<file path="src/rtl/mvm_pkg.sv">
// Shared types and constants for the matrix-vector multiply block.
package mvm_pkg;

    localparam int OPERAND_BITS   = 16;
    localparam int PRODUCT_BITS   = 2 * OPERAND_BITS;
    localparam int RESULT_BITS    = 32;
    localparam int ROW_BITS       = 6;
    localparam int SIZE_BITS      = 7;
    localparam int CFG_INDEX_BITS = 2;
    localparam int CFG_DATA_BITS  = 7;

    // Configuration register indexes
    localparam logic [CFG_INDEX_BITS-1:0] CFG_MATRIX_SIZE  = 2'd0;
    localparam logic [CFG_INDEX_BITS-1:0] CFG_COLUMN_MAJOR = 2'd1;

    localparam logic [SIZE_BITS-1:0] SIZE_RESET = 7'd64;

    // Item kinds
    localparam logic KIND_VECTOR = 1'b0;
    localparam logic KIND_MATRIX = 1'b1;

    localparam logic signed [RESULT_BITS-1:0] RESULT_MAX = {1'b0, {(RESULT_BITS-1){1'b1}}};
    localparam logic signed [RESULT_BITS-1:0] RESULT_MIN = {1'b1, {(RESULT_BITS-1){1'b0}}};

    typedef struct packed {
        logic                           kind;
        logic signed [OPERAND_BITS-1:0] element_value;
    } in_item_t;

    typedef struct packed {
        logic [ROW_BITS-1:0]           row_number;
        logic signed [RESULT_BITS-1:0] result_value;
        logic                          last_result;
        logic                          saturated;
    } out_item_t;

    // Commands from the controller to the datapath
    typedef struct packed {
        logic load_vec;
        logic start;
        logic mul;
        logic acc;
        logic emit_row;
        logic drain_rd;
        logic drain_emit;
    } ctrl_cmd_t;

    // Status from the datapath to the controller
    typedef struct packed {
        logic column_major;
        logic row_done;
        logic prod_done;
        logic drain_last;
        logic out_free;
    } dp_status_t;

endpackage

</file>
<file path="src/rtl/mvm_ctrl.sv">
// Sequencing state machine for the matrix-vector multiply block.
module mvm_ctrl (
    input  logic                   clk,
    input  logic                   rst_n,
    input  logic                   item_valid,
    input  logic                   item_kind,
    input  mvm_pkg::dp_status_t    status,
    output logic                   item_stall,
    output mvm_pkg::ctrl_cmd_t     cmd
);

    localparam logic [2:0] ST_IDLE      = 3'd0;
    localparam logic [2:0] ST_MUL       = 3'd1;
    localparam logic [2:0] ST_ACC       = 3'd2;
    localparam logic [2:0] ST_EMIT      = 3'd3;
    localparam logic [2:0] ST_DRAIN_RD  = 3'd4;
    localparam logic [2:0] ST_DRAIN_OUT = 3'd5;

    logic [2:0] state_reg;
    logic [2:0] state_next;

    assign item_stall = (state_reg != ST_IDLE);

    always_comb
    begin
        state_next = state_reg;
        cmd        = '0;
        unique case (state_reg)
            ST_IDLE:
            begin
                if (item_valid)
                begin
                    if (item_kind == mvm_pkg::KIND_VECTOR)
                    begin
                        cmd.load_vec = 1'b1;
                    end
                    else
                    begin
                        cmd.start  = 1'b1;
                        state_next = ST_MUL;
                    end
                end
            end
            ST_MUL:
            begin
                cmd.mul    = 1'b1;
                state_next = ST_ACC;
            end
            ST_ACC:
            begin
                cmd.acc = 1'b1;
                if (!status.column_major && status.row_done)
                begin
                    state_next = ST_EMIT;
                end
                else if (status.column_major && status.prod_done)
                begin
                    state_next = ST_DRAIN_RD;
                end
                else
                begin
                    state_next = ST_IDLE;
                end
            end
            ST_EMIT:
            begin
                if (status.out_free)
                begin
                    cmd.emit_row = 1'b1;
                    state_next   = ST_IDLE;
                end
            end
            ST_DRAIN_RD:
            begin
                cmd.drain_rd = 1'b1;
                state_next   = ST_DRAIN_OUT;
            end
            ST_DRAIN_OUT:
            begin
                if (status.out_free)
                begin
                    cmd.drain_emit = 1'b1;
                    state_next     = status.drain_last ? ST_IDLE : ST_DRAIN_RD;
                end
            end
            default:
            begin
                state_next = ST_IDLE;
            end
        endcase
    end

    always_ff @(posedge clk or negedge rst_n)
    begin
        if (!rst_n)
        begin
            state_reg <= ST_IDLE;
        end
        else
        begin
            state_reg <= state_next;
        end
    end

endmodule

</file>
<file path="config.mk">
export PLATFORM = sky130hd
export DESIGN_NAME = mvm_ctrl
export DESIGN_NICKNAME = d
export VERILOG_FILES = /design/src/rtl/mvm_pkg.sv /design/src/rtl/mvm_ctrl.sv
export SDC_FILE = /design/constraint.sdc
export NUM_CORES = 1
export LEC_CHECK = 0
export ABC_AREA = 1
export BUFFER_PORTS_ARGS = -buffer_cell sky130_fd_sc_hd__clkbuf_2
export CAP_MARGIN = 20
export CORE_AREA = 2 2 39 41
export CTS_CLUSTER_DIAMETER = 120
export DETAILED_ROUTE_END_ITERATION = 12
export DIE_AREA = 0 0 41 43
export PLACE_DENSITY = 0.49
export SYNTH_ARGS = -nofsm -noshare
export SYNTH_HDL_FRONTEND = slang
export SYNTH_SLANG_ARGS = --single-unit
</file>
<file path="constraint.sdc">
create_clock -name clk -period 1.3 [get_ports clk]
set_input_delay 0.195 -clock clk [delete_from_list [all_inputs] [get_ports clk]]
set_output_delay 0.195 -clock clk [all_outputs]
set_load 0.005 [all_outputs]
</file>
Word-level counts from Yosys, hierarchy flattened
Index checks and enable logic that the tools add are counted.

Logic and storage cells: 34. Output and inout bits: 8. Bits in registers: 3.

Reductions and logical operators: 6. Multiplexer cells: 18. Eq/ne operators: 9.

Operator list (count): 2-to-1 mux 3 bit (7); case mux 3 bit (6 select lines) (1); 2-to-1 mux 1 bit (8); inequality test 2 bit, second input constant (4); == test 3 x 2 -> 1 bit, second input constant (2); == test 3 bit, second input constant (2); 2-to-1 mux 2 bit (2); AND reduction 4 bit (1); == test 3 x 1 -> 1 bit, second input constant (1); logical NOT 3 bit (1); nonzero test 3 bit (1); logical AND 1 bit (2); logical NOT 1 bit (1).

Logic depth before layout (Yosys ltp)
Word-level depth: 4. Gate-level depth with buffers: 7. Gate-level depth less buffers: 6.

Worst setup path after synthesis
No wires, ideal clock.

Path kind: register to output. Start point: register state_reg[0]. End point: output cmd[5] in the netlist's numbering. Setup slack: 0.222 ns. Path buffers: 1. Cell stages (with the launch flop): 7. Data arrival time: 0.883 ns. Cells stage by stage: dfrtp_1 -> buf_2 -> inv_1 -> nand2_2 -> nor2_2 -> inv_1 -> nor2_1.

RTL lines: start: declaration (RTL line mvm_ctrl.sv:19) `logic [2:0] state_reg;`; start signal: assignment (RTL line mvm_ctrl.sv:101) `state_reg <= state_next;`; end: declaration (RTL line mvm_ctrl.sv:9) `output mvm_pkg::ctrl_cmd_t cmd`.

==> qor.json <==
{
  "place": {
    "place.detailed.instances": 77,
    "placedInstanceArea_um2": 368,
    "portBuffers": 16,
    "gpl.final_weighted_congestion": 0.670,
    "detailedPlacementHpwl_um": 558
  },
  "grt": {
    "number_of_antenna_violations_at_the_first_check_in_global_routing": 0,
    "grt_util_all_layers_pct": 7.96,
    "grt_max_degree": 8,
    "grt_pass1_wl_um": 972,
    "via_count_of_the_first_global_routing_pass": 269,
    "global_route.overflow_total": 0
  },
  "sta": {
    "final_max_slew_viol_count": 0,
    "timing.final.setup_violations": 1,
    "timing.final.crit_share_pct": 101,
    "timing_hold_violations_final": 0,
    "clock-skew-final_ns": 0.00154,
    "achievable_clock_frequency_mhz": 760,
    "worst_slew_margin_rel_pct": 87.4,
    "grt_setup_unrepaired": "true",
    "tightest_slew_ns": 0.189,
    "layout_setup_ws_ns": -0.0163,
    "fin_crit_ns": 1.32
  },
  "finish": {
    "finish.net_count": 78,
    "post-route-cell-area_um2": 430,
    "largest_register_ffs": 3,
    "diodes": 0,
    "final-instance-count-excl-fill": 84,
    "area_growth_pct": 67.0,
    "utilization_pct": 31.1,
    "layout-drive-gt1-share_pct": 45.6
  },
  "setup_path": {
    "cpPeakStageDelay_ns": 0.36,
    "worstPathCellList": "inv_1 > nand2_4 > nor2_4 > nand2_1 > nor2_1 > buf_2",
    "timing.critical_path.to_type": "output port",
    "required_ns": 1.11,
    "critPathArrivalTime_ns": 1.12,
    "critPathMaxFanout": 3,
    "crit_type": "reg -> out",
    "start_kind": "flip-flop",
    "worst_path_max_delay_cell": "dfrtp_1"
  },
  "synth": {
    "avgSynthCellArea_um2": 5.86,
    "synth.net_count": 53,
    "yosysWarnings": 0,
    "netlist_instances": 44,
    "synth_seq_cells": 3,
    "post_synth_num_cell_types": 12,
    "synth_area_um2": 258,
    "synth_sequential_area_ratio_pct": 29.1
  },
  "detailed_routing": {
    "drt_pass1_iterations": 4,
    "vias_per_instance": 4.05,
    "drt-total-wl_um": 675,
    "routed-via-count": 340,
    "dr.first_iter.drc_count": 5,
    "drc": 0,
    "remaining_number_of_nets_flagged_by_the_antenna_check_after_routing": 0,
    "avgRoutedWirePerCell_um": 8.04
  },
  "floorplan": {
    "num_rows": 14,
    "pin_count": 17,
    "die_y_um": 43,
    "dieWidth_um": 41,
    "design.die.area_mm2": 0.00176,
    "start_util_pct": 18.6,
    "design.core.area_mm2": 0.00138
  },
  "clock_tree": {
    "cts_made_buffers": 3,
    "clock_tree.buffer_depth": 2,
    "cts_tree": "done",
    "cts.reportedPaths.clkPinSlew_ns": 0.04,
    "cts_root_buffer_type": "clkbuf_4",
    "clock-sinks": 3,
    "htree_num_levels": 1,
    "clock_insertion_delay_worst_skew_ns": 0.23
  },
  "outcome": {
    "status": "complete, but fails checks",
    "failed_checks": "setup timing"
  },
  "min_path": {
    "worst_hold_path_type": "in -> reg"
  },
  "flow_run": {
    "maxCapViolCount": 0
  },
  "power_and_ir_drop": {
    "power_density_cells_mw_per_mm2": 1990,
    "irDropWorstVdd_uv": 508,
    "power_leakage_nw": 0.260
  }
}
==> final timing paths <==
path | startpoint | end | slack [ns] | depth (start not counted)
setup / recovery | state_reg[0] | cmd[6] | -0.02 | 6
hold / removal | status[0] | state_reg[1] | 0.25 | 2
setup reg to reg | state_reg[2] | state_reg[0] | 0.15 | 7
hold reg to reg | state_reg[0] | state_reg[2] | 0.66 | 3
max in group asynchronous | rst_n | state_reg[2] | 0.88 | 2
min in group asynchronous | rst_n | state_reg[1] | 0.30 | 2
==> stage by stage <==
step	worst slack (ns)	setup TNS (ns)	hold WS [ns]	total power, W
finish	-0.0163	-0.0163	0.251	0.000855
global placement	0.134	0	-0.00632	0.000622
floorplan	0.222	0	-0.101	0.000448
global route	-0.0910	-0.338	0.274	0.000948
CTS	-0.0333	-0.0626	0.257	0.000825
detailed placement	0.140	0	-0.00637	0.000622
==> critical path, delay by kind of cell, from the launching register on <==
| kind | cells | cell delay, ns |
|---|---|---|
| buffers and inverters | 2 | 0.20 |
| DFF | 1 | 0.36 |
| and+or+nand+nor | 4 | 0.32 |
==> cells by family after synthesis <==
kind of cell / share of synthesized area [%]
flip-flops: 29.1
AO/OA/AOI/OAI: 3.40
buffers and inverters: 12.1
AND/OR/NAND/NOR: 55.3
==> per-layer routing <==
metal	up-vias	share of wire, %	routed length, µm	global-route usage, %
met4	0	0	0	2.00
met1	150	42	283	8.77
met3	0	5.2	35	3.14
met2	6	53	356	13.4
met5	-	0	0	0
li1	184	-	-	-
==> layout by cell type, fill, tap and decap left out, types with 2 or more instances in the layout <==
cell and n:
nand3_1 6, dfrtp_1 2, buf_4 4, inv_2 3, nor2_1 9, buf_2 3
clkbuf_2 13, inv_1 4, clkbuf_4 3, nand2_1 12
==> where the power goes <==
part	switching, W	internal [W]	total, W
logic	0.000285	0.000239	0.000525
registers	0.0000395	0.000135	0.000174
clock network	0.0000416	0.000115	0.000156
total	0.000367	0.000488	0.000855
==> synth_stat cells <==
cell	n	area share, %
nor3_1	1	1.9
nand2_2	2	4.9
inv_1	6	8.7
o221ai_1	1	3.4
inv_2	1	1.5
nand3_2	1	3.9
nand3_1	6	12
nand2_1	12	17
buf_2	1	1.9
dfrtp_1	3	29
nor2_2	1	2.4
nor2_1	9	13
==> what timing repair did <==
action / in CTS / in global routing
setup buffers: 0 / 2
endpoints found under the hold margin: 3 / 0
hold buffers: 1 / 0
endpoints found under the setup margin: 3 / 7
pin swaps: 0 / 4
resized for setup: 3 / 5
==> area by class of cell <==
type | count | area, µm²
Tap cell | 16 | 20.0
Inverter | 7 | 26.3
Fill cell | 166 | 953
Multi-Input combinational cell | 33 | 161
Timing Repair Buffer | 21 | 120
Sequential cell | 3 | 76.3
Clock buffer | 4 | 26.3
(Power assumes the default switching activity.)
